File: src/sv/rblf_pkg.sv
// ----------------------------------------------------------------------------
// rblf_pkg
// Shared constants, types and helpers for the row border line fit block.
// ----------------------------------------------------------------------------
package rblf_pkg;

  localparam int unsigned ROW_W   = 6;
  localparam int unsigned COL_W   = 7;
  localparam int unsigned DIST_W  = 4;
  localparam int unsigned SLOPE_W = 11;
  localparam int unsigned OFF_W   = 17;
  localparam int unsigned TREND_W = 8;

  localparam int unsigned COLUMNS     = 128;
  localparam int unsigned WINDOW_SPAN = 4;
  localparam int unsigned HIST_DEPTH  = 8;   // max trend distance
  localparam int unsigned TAP_W       = 3;

  localparam int unsigned IN_TDATA_W  = 32;
  localparam int unsigned OUT_TDATA_W = 112;

  localparam logic [DIST_W-1:0] MAX_TREND_DIST  = 4'd8;
  localparam logic [DIST_W-1:0] TREND_DIST_RST  = 4'd3;

  // Defaults for rows before the window is full, Q4
  localparam logic [OFF_W-1:0] RIGHT_OFF_DEFAULT = OFF_W'(16 * (COLUMNS - 1));
  localparam logic [OFF_W-1:0] MID_OFF_DEFAULT   = OFF_W'(16 * (COLUMNS / 2));

  // ceil(2^18 / 5): exact floor(n/5) for n below 2^18
  localparam logic [15:0] DIV5_RECIP = 16'd52429;
  localparam int unsigned DIV5_SHIFT = 18;

  typedef enum logic [1:0] {
    ST_IDLE,
    ST_MULT,
    ST_DIVD
  } rblf_state_e;

  typedef struct packed {
    logic load;   // capture item, form sums, shift history
    logic mult;   // form numerators and magnitudes
    logic div;    // scale by 1/5, load output register
  } rblf_cmd_t;

  function automatic logic [16:0] div5(input logic [18:0] mag);
    logic [34:0] prod;
    prod = 35'(mag) * 35'(DIV5_RECIP);
    return prod[34:DIV5_SHIFT];
  endfunction

endpackage

File: src/sv/rblf_ctrl.sv
// ----------------------------------------------------------------------------
// rblf_ctrl
// Sequencer: accept one row, step it through the product and divide stages,
// and hold the result until the downstream side takes it.
// ----------------------------------------------------------------------------
module rblf_ctrl (
  input  logic                clk_i,
  input  logic                rst_ni,
  input  logic                in_valid_i,
  output logic                in_ready_o,
  output logic                out_valid_o,
  input  logic                out_ready_i,
  output rblf_pkg::rblf_cmd_t cmd_o
);

  rblf_pkg::rblf_state_e state_q, state_d;
  logic                  out_valid_q, out_valid_d;
  logic                  out_free;

  assign out_free = !out_valid_q || out_ready_i;

  always_comb begin
    state_d = state_q;
    case (state_q)
      rblf_pkg::ST_IDLE: begin
        if (in_valid_i) state_d = rblf_pkg::ST_MULT;
      end
      rblf_pkg::ST_MULT: begin
        state_d = rblf_pkg::ST_DIVD;
      end
      rblf_pkg::ST_DIVD: begin
        if (out_free) state_d = rblf_pkg::ST_IDLE;
      end
      default: begin
        state_d = rblf_pkg::ST_IDLE;
      end
    endcase
  end

  always_comb begin
    cmd_o      = '0;
    in_ready_o = 1'b0;
    case (state_q)
      rblf_pkg::ST_IDLE: begin
        in_ready_o = 1'b1;
        cmd_o.load = in_valid_i;
      end
      rblf_pkg::ST_MULT: begin
        cmd_o.mult = 1'b1;
      end
      rblf_pkg::ST_DIVD: begin
        cmd_o.div = out_free;
      end
      default: begin
        cmd_o = '0;
      end
    endcase
    // drop valid once taken, raise it when a new result lands
    out_valid_d = cmd_o.div || (out_valid_q && !out_ready_i);
  end

  always_ff @(posedge clk_i or negedge rst_ni) begin
    if (!rst_ni) begin
      state_q     <= rblf_pkg::ST_IDLE;
      out_valid_q <= 1'b0;
    end else begin
      state_q     <= state_d;
      out_valid_q <= out_valid_d;
    end
  end

  assign out_valid_o = out_valid_q;

endmodule

File: src/sv/rblf_dp.sv
// ----------------------------------------------------------------------------
// rblf_dp
// Datapath: column history, window sums, products, divide by five by
// reciprocal multiply, trends and the output register.
// ----------------------------------------------------------------------------
module rblf_dp (
  input  logic                                 clk_i,
  input  logic                                 rst_ni,
  input  rblf_pkg::rblf_cmd_t                  cmd_i,
  input  logic                                 cfg_we_i,
  input  logic [rblf_pkg::DIST_W-1:0]          cfg_wdata_i,
  input  logic [rblf_pkg::IN_TDATA_W-1:0]      in_data_i,
  output logic [rblf_pkg::OUT_TDATA_W-1:0]     out_data_o
);

  localparam int unsigned NL = 3;  // left, right, middle

  logic [rblf_pkg::DIST_W-1:0] tdist_q;

  logic [rblf_pkg::ROW_W-1:0] row_in;
  logic [rblf_pkg::COL_W-1:0] cur [NL];

  logic [rblf_pkg::COL_W-1:0] lhist_q [rblf_pkg::HIST_DEPTH];
  logic [rblf_pkg::COL_W-1:0] rhist_q [rblf_pkg::HIST_DEPTH];
  logic [rblf_pkg::COL_W-1:0] mhist_q [rblf_pkg::WINDOW_SPAN];
  logic [rblf_pkg::COL_W-1:0] win [NL][rblf_pkg::WINDOW_SPAN];

  // load stage
  logic [9:0]        x_d [NL];
  logic signed [9:0] s_d [NL];
  logic [9:0]        x_q [NL];
  logic signed [9:0] s_q [NL];
  logic [rblf_pkg::ROW_W-1:0] row_q;
  logic                       early_q;
  logic [rblf_pkg::DIST_W-1:0] dist_lim;
  logic [rblf_pkg::TAP_W-1:0]  tap;
  logic                        trend_en;
  logic [rblf_pkg::TREND_W-1:0] lt_d, rt_d, lt_q, rt_q;

  // product stage
  logic signed [6:0]  m_s;
  logic signed [16:0] ms [NL];
  logic signed [16:0] num [NL];
  logic [19:0]        num8 [NL];
  logic [19:0]        onum_mag [NL];
  logic [12:0]        snum8 [NL];
  logic [12:0]        snum_mag [NL];
  logic [18:0]        omag_q [NL];
  logic               oneg_q [NL];
  logic [11:0]        smag_q [NL];
  logic               sneg_q [NL];

  // divide stage
  logic [16:0]                  q_off [NL];
  logic [16:0]                  q_sl [NL];
  logic [rblf_pkg::OFF_W-1:0]   off_res [NL];
  logic [rblf_pkg::SLOPE_W-1:0] sl_res [NL];
  logic [rblf_pkg::OUT_TDATA_W-1:0] out_d, out_q;

  assign row_in = in_data_i[5:0];
  assign cur[0] = in_data_i[12:6];
  assign cur[1] = in_data_i[19:13];
  assign cur[2] = in_data_i[26:20];

  always_comb begin
    for (int k = 0; k < rblf_pkg::WINDOW_SPAN; k++) begin
      win[0][k] = lhist_q[k];
      win[1][k] = rhist_q[k];
      win[2][k] = mhist_q[k];
    end
  end

  // X = sum of five columns, S = 2*c0 + c1 - c3 - 2*c4
  always_comb begin
    for (int i = 0; i < NL; i++) begin
      x_d[i] = 10'(cur[i]) + 10'(win[i][0]) + 10'(win[i][1]) + 10'(win[i][2])
             + 10'(win[i][3]);
      s_d[i] = 10'({cur[i], 1'b0}) + 10'(win[i][0]) - 10'(win[i][2])
             - 10'({win[i][3], 1'b0});
    end
  end

  always_comb begin
    dist_lim = (tdist_q > rblf_pkg::MAX_TREND_DIST) ? rblf_pkg::MAX_TREND_DIST : tdist_q;
    tap      = rblf_pkg::TAP_W'(dist_lim - 4'd1);
    trend_en = (dist_lim != '0) && (rblf_pkg::ROW_W'(dist_lim) <= row_in);
    lt_d     = '0;
    rt_d     = '0;
    if (trend_en) begin
      lt_d = 8'({1'b0, cur[0]}) - 8'({1'b0, lhist_q[tap]});
      rt_d = 8'({1'b0, cur[1]}) - 8'({1'b0, rhist_q[tap]});
    end
  end

  // m = row - 2; only meaningful once the window is full
  assign m_s = signed'(7'({1'b0, row_q})) - 7'sd2;

  always_comb begin
    for (int i = 0; i < NL; i++) begin
      ms[i]       = 17'(m_s) * 17'(s_q[i]);
      num[i]      = signed'(17'({x_q[i], 1'b0})) - ms[i];
      num8[i]     = {num[i], 3'b000};
      onum_mag[i] = num[i][16] ? 20'(20'd0 - num8[i]) : num8[i];
      snum8[i]    = {s_q[i], 3'b000};
      snum_mag[i] = s_q[i][9] ? 13'(13'd0 - snum8[i]) : snum8[i];
    end
  end

  always_comb begin
    for (int i = 0; i < NL; i++) begin
      q_off[i]   = rblf_pkg::div5(omag_q[i]);
      q_sl[i]    = rblf_pkg::div5(19'(smag_q[i]));
      off_res[i] = oneg_q[i] ? 17'(17'd0 - q_off[i]) : q_off[i];
      sl_res[i]  = sneg_q[i] ? 11'(11'd0 - q_sl[i][10:0]) : q_sl[i][10:0];
    end
    if (early_q) begin
      for (int i = 0; i < NL; i++) sl_res[i] = '0;
      off_res[0] = '0;
      off_res[1] = rblf_pkg::RIGHT_OFF_DEFAULT;
      off_res[2] = rblf_pkg::MID_OFF_DEFAULT;
    end
    out_d = {6'b000000, rt_q, lt_q,
             off_res[2], sl_res[2], off_res[1], sl_res[1],
             off_res[0], sl_res[0], row_q};
  end

  always_ff @(posedge clk_i or negedge rst_ni) begin
    if (!rst_ni) begin
      tdist_q <= rblf_pkg::TREND_DIST_RST;
      for (int k = 0; k < rblf_pkg::HIST_DEPTH; k++) begin
        lhist_q[k] <= '0;
        rhist_q[k] <= '0;
      end
      for (int k = 0; k < rblf_pkg::WINDOW_SPAN; k++) mhist_q[k] <= '0;
    end else begin
      if (cfg_we_i) tdist_q <= cfg_wdata_i;
      if (cmd_i.load) begin
        // advance history, newest row at entry 0
        for (int k = rblf_pkg::HIST_DEPTH - 1; k > 0; k--) begin
          lhist_q[k] <= lhist_q[k-1];
          rhist_q[k] <= rhist_q[k-1];
        end
        for (int k = rblf_pkg::WINDOW_SPAN - 1; k > 0; k--) mhist_q[k] <= mhist_q[k-1];
        lhist_q[0] <= cur[0];
        rhist_q[0] <= cur[1];
        mhist_q[0] <= cur[2];
      end
    end
  end

  always_ff @(posedge clk_i) begin
    if (cmd_i.load) begin
      row_q   <= row_in;
      early_q <= (row_in < rblf_pkg::ROW_W'(rblf_pkg::WINDOW_SPAN));
      lt_q    <= lt_d;
      rt_q    <= rt_d;
      for (int i = 0; i < NL; i++) begin
        x_q[i] <= x_d[i];
        s_q[i] <= s_d[i];
      end
    end
    if (cmd_i.mult) begin
      for (int i = 0; i < NL; i++) begin
        omag_q[i] <= onum_mag[i][18:0];
        oneg_q[i] <= num[i][16];
        smag_q[i] <= snum_mag[i][11:0];
        sneg_q[i] <= s_q[i][9];
      end
    end
    if (cmd_i.div) out_q <= out_d;
  end

  assign out_data_o = out_q;

endmodule

File: src/sv/row_border_line_fit.sv
// ----------------------------------------------------------------------------
// row_border_line_fit
// Per-row least-squares line fits over five rows for left, right and middle
// lines, plus left and right column trends.
// ----------------------------------------------------------------------------
// An accepted item steps through capture, product and divide in that order
// before m_axis_tvalid rises; the capture,
// product and reciprocal divide stages are used by one item at a time.
// A result waiting in the output register stalls only the divide stage.
// Reset: trend distance 3, column history cleared to zero, no result valid.
// ----------------------------------------------------------------------------
module row_border_line_fit (
  input  logic                                clk_i,
  input  logic                                rst_ni,
  input  logic                                cfg_we_i,
  input  logic [rblf_pkg::DIST_W-1:0]         cfg_wdata_i,     // trend_distance
  input  logic                                s_axis_tvalid,
  output logic                                s_axis_tready,
  // row_index[5:0], left_col[12:6], right_col[19:13], mid_col[26:20], zero pad
  input  logic [rblf_pkg::IN_TDATA_W-1:0]     s_axis_tdata,
  output logic                                m_axis_tvalid,
  input  logic                                m_axis_tready,
  // out_row[5:0], left_slope[16:6], left_offset[33:17], right_slope[44:34],
  // right_offset[61:45], mid_slope[72:62], mid_offset[89:73],
  // left_trend[97:90], right_trend[105:98], zero pad
  output logic [rblf_pkg::OUT_TDATA_W-1:0]    m_axis_tdata
);

  rblf_pkg::rblf_cmd_t cmd;

  rblf_ctrl u_ctrl (
    .clk_i       (clk_i),
    .rst_ni      (rst_ni),
    .in_valid_i  (s_axis_tvalid),
    .in_ready_o  (s_axis_tready),
    .out_valid_o (m_axis_tvalid),
    .out_ready_i (m_axis_tready),
    .cmd_o       (cmd)
  );

  rblf_dp u_dp (
    .clk_i       (clk_i),
    .rst_ni      (rst_ni),
    .cmd_i       (cmd),
    .cfg_we_i    (cfg_we_i),
    .cfg_wdata_i (cfg_wdata_i),
    .in_data_i   (s_axis_tdata),
    .out_data_o  (m_axis_tdata)
  );

  a_busy_after_accept: assert property (@(posedge clk_i) disable iff (!rst_ni)
    (s_axis_tvalid && s_axis_tready) |=> !s_axis_tready)
    else $error("input accepted while an item is in flight");

  a_load_then_mult: assert property (@(posedge clk_i) disable iff (!rst_ni)
    cmd.load |=> cmd.mult)
    else $error("product stage did not follow capture");

  a_div_sets_valid: assert property (@(posedge clk_i) disable iff (!rst_ni)
    cmd.div |=> m_axis_tvalid)
    else $error("output register loaded without valid");

  a_one_cmd: assert property (@(posedge clk_i) disable iff (!rst_ni)
    $onehot0({cmd.load, cmd.mult, cmd.div}))
    else $error("more than one stage command active");

endmodule
File: config.mk
export PLATFORM = sky130hd
export DESIGN_NAME = row_border_line_fit
export DESIGN_NICKNAME = d
export VERILOG_FILES = /design/src/sv/rblf_pkg.sv /design/src/sv/rblf_ctrl.sv /design/src/sv/rblf_dp.sv /design/src/sv/row_border_line_fit.sv
export SDC_FILE = /design/constraint.sdc
export NUM_CORES = 2
export LEC_CHECK = 0
export BUFFER_PORTS_ARGS = -buffer_cell sky130_fd_sc_hd__buf_2
export CAP_MARGIN = 20
export CORE_AREA = 2 2 277 279
export DETAILED_ROUTE_END_ITERATION = 8
export DIE_AREA = 0 0 279 281
export GPL_TIMING_DRIVEN = 0
export HOLD_SLACK_MARGIN = 0.1
export PLACE_DENSITY_LB_ADDON = 0.25
export SYNTH_ARGS = -nofsm -noshare
export SYNTH_HDL_FRONTEND = slang
export SYNTH_SLANG_ARGS = --single-unit
File: constraint.sdc
create_clock -name clk_i -period 12.6 [get_ports clk_i]
set_input_delay 1.26 -clock clk_i [delete_from_list [all_inputs] [get_ports clk_i]]
set_output_delay 1.26 -clock clk_i [all_outputs]
set_load 0.01 [all_outputs]
==> impl_results.md <==
- Async SR Flop Fraction: approximately a third
- Post-synth EDFFs: 270
- Number of nets with antenna violations after routing: 0
- All-Layer GR Usage: between 20 and 30%
- IO buf count: between 100 and 150
- Via count: 35800
- Area Growth Syn to Fin: 6.99%
- Iteration count of the initial detailed-routing pass: 5
- Fmax: 0.122 GHz
- Global route total overflow: 0
- Slew HR: 33.4%
- Hold Path Class: reg -> reg
- H-tree lvl count: 2
- Die area: 78400 um^2
- WL met2: roughly 53000 um
- Final setup vio count: 0
- Clock sink count: 417
- Area of the multi-input gates: 35900 um^2
- Post-CTS Setup Bufs: 0
- Worst-skew pair later-pin latency: 630 ps
- Filler instances: about 5300
- Slew Limit Fails: 0
- Period utilization: approximately 65%
- Req. time, crit path: 12930 ps
- Top cells by area, synth: fa_1 22%, ha_1 20%, edfxtp_1 15%
- Critical path's slowest cell: xor2_1
- Die Span X: 279 um
- Clock skew: 43.7 ps
- Die H: 281 um
- Critical path launch point type: flop
- GP Congestion: 0.950
- DRT iter0 DRCs: 2013
- Share of layout cells above drive strength 1: approximately 7.5%
- Core box area: 75400 um^2
- Vias in the first global route: ~37000
- Crit path buf inv count: 7
- IO Pins: 155
- CTS tree: done
- M1 wire length: between 40000 and 50000 um
- Nets: about 6800
- Biggest area consumer among synthesized cells: fa_1
- Top delay family on crit path: adder cells
- Inserted Clock Buffers: 46
- Primary FF master, synth: edfxtp_1
- Yosys warns: 0
- Via density: 5.58
- Final Hold Viols: 0
- Max FO, Critical Path: 10
- Crit end category: flop
- Critical Path Most Common Cell: inv_1
- Longest Clk Path Bufs: 3
- Post-CTS Hold Buffers: 0
- RSZ-0062 raised after global routing: false
- Synth top cells by count: 1147 x inv_1, 842 x ha_1, 565 x fa_1, 270 x edfxtp_1, 268 x nand2_1
- Cts repair resizes: 0
- Number of diodes: 0
- Seq/Total Area, Yosys: around 23%
- Worst slew pin tran: between 900 and 1000 ps
- Min cycle time layout: 8190 ps
- Avg WL per Cell: between 15 and 20 um
- Gate count of the mapped netlist: 5196
- Largest net degree at the start of global routing: between 90 and 100
- WP data arrival: 8510 ps
- Synth Register Bits: 417
- Synthesized area: approximately 52000 um^2
- Count leader, synth: inv_1
- Setup TNS: 0 ps
- Mean post-synth cell area: 10.1 um^2
- Sequential cell area: 11800 um^2
- Rows: 101
- Max cap viols: 0
- Initial Utilization: between 60% and 70%
- Top sig layer: met4
- Remaining DRCs: 0
- Outcome: finished clean
- Yosys cell types: 93
- Critical path's largest stage delay: about 780 ps
- Clock transition at path regs: about 70 ps
- Total Wirelength: 112000 um
- Kind of critical path: reg -> reg
- Met3 WL post-DR: 6250 um
- Area share of the largest cell type after synthesis: 21.6%
- Post-DP HPWL: 93500 um
- Initial antenna violation count: 1
- CTS root buf: clkbuf_16
- Global-route wire length before repair: 187000 um
## final cells by class
type	count	share of cell area [%]
Clock inverter	26	0.507
Timing Repair Buffer	151	1.56
Inverter	1148	7.69
Sequential cell	417	21.0
Multi-Input combinational cell	3524	64.0
Clock buffer	59	2.19
Buffer	112	0.806
Tap cell	978	2.18
## cells by family (layout without fill, tap and decap cells)
family                     Yosys count  after routing  synth area share (%)
AOI/OAI and AO/OA                  673            673                  8.37
xor gates and xnor gates           359            359                  6.00
adders and majority gates         1407           1407                  41.7
buffers and inverters             1260           1496                  9.08
DFF                                417            417                  22.5
muxes                              155            155                  3.88
other                                1              6               0.00716
and+or+nand+nor                    924            924                  8.46
## placed cells by master, fill, tap and decap left out, types with 104 or more instances in the layout
master / netlist / final
a21oi_1: 187 / 187
buf_2: 1 / 143
dfrtp_1: 145 / 145
edfxtp_1: 270 / 270
fa_1: 565 / 565
ha_1: 842 / 842
inv_1: 1147 / 1147
mux2_2: 104 / 104
nand2_1: 268 / 268
nor2_1: 263 / 263
o21ai_0: 134 / 134
xnor2_1: 228 / 228
xor2_1: 131 / 131
## sequential cells by signal (all words and copies together), names as in the netlist, 3 cells and up
signal           flops
u_dp.out_data_o    106
u_dp.lt_q            8
u_dp.x_q            30
u_dp.rhist_q        56
u_dp.lhist_q        56
u_dp.oneg_q          3
u_dp.s_q            30
u_dp.omag_q         48
u_dp.sneg_q          3
u_dp.rt_q            8
u_dp.tdist_q         4
u_dp.mhist_q        28
u_dp.row_q           6
u_dp.smag_q         27
## worst reg2reg max path, stage by stage (launching register included)
cell and delay, ps:
edfxtp_1 540, inv_1 150, clkbuf_1 480, ha_1 280, nor3b_1 360, xor2_1 780
clkbuf_1 510, nand2_1 120, ha_1 210, or2_2 310, fa_1 440, fa_1 510
inv_1 50, fa_1 540, inv_1 40, ha_1 350, and3_1 180, a21oi_1 160
nand3_1 160, a311oi_1 340, o21bai_1 120, a21oi_1 180, xnor2_1 190, inv_1 140
clkbuf_1 360, o31ai_1 180, xor2_1 190
## layer usage
layer,track usage [%],up-vias
li1,-,17400
met4,10.1,0
met3,4.40,210
met5,0,-
met1,39.8,17400
met2,50.0,882
## worst paths after layout
path | from | to | slack (ps) | cells past startpoint
min in group asynchronous | rst_ni | u_dp.rhist_q[15]$_DFFE_PN0P_ | 580 | 1
max reg2reg | u_dp.row_q[1]$_DFFE_PP_ | u_dp.omag_q[0][17]$_DFFE_PN_ | 4410 | 26
max | u_dp.row_q[1]$_DFFE_PP_ | u_dp.omag_q[0][17]$_DFFE_PN_ | 4410 | 26
max in group asynchronous | rst_ni | u_dp.mhist_q[15]$_DFFE_PN0P_ | 11110 | 2
min | u_dp.rt_q[6]$_SDFFCE_PN0P_ | u_dp.out_data_o[104]$_DFFE_PP_ | 420 | 0
min reg2reg | u_dp.rt_q[6]$_SDFFCE_PN0P_ | u_dp.out_data_o[104]$_DFFE_PP_ | 420 | 0
## metrics by stage
| step | hold slack (ps) | util [%] | area, um^2 | worst slack (ps) | std cells |
|---|---|---|---|---|---|
| 2_1_floorplan | 400 | - | 52400 | 5940 | 5201 |
| 3_3_place_gp | 402 | 72.0 | 54300 | 3220 | 6322 |
| 3_5_place_dp | 406 | 72.3 | 54500 | 4550 | 6330 |
| 4_1_cts | 424 | 74.3 | 56000 | 4430 | 6415 |
| 5_1_grt | 434 | 74.3 | 56000 | 3900 | 6415 |
| 6_report | 421 | 74.3 | 56000 | 4410 | 6415 |
Power is left out: the tool's default activity adds up to more than one toggle a clock period on the data nets, which glitch-free logic cannot reach.
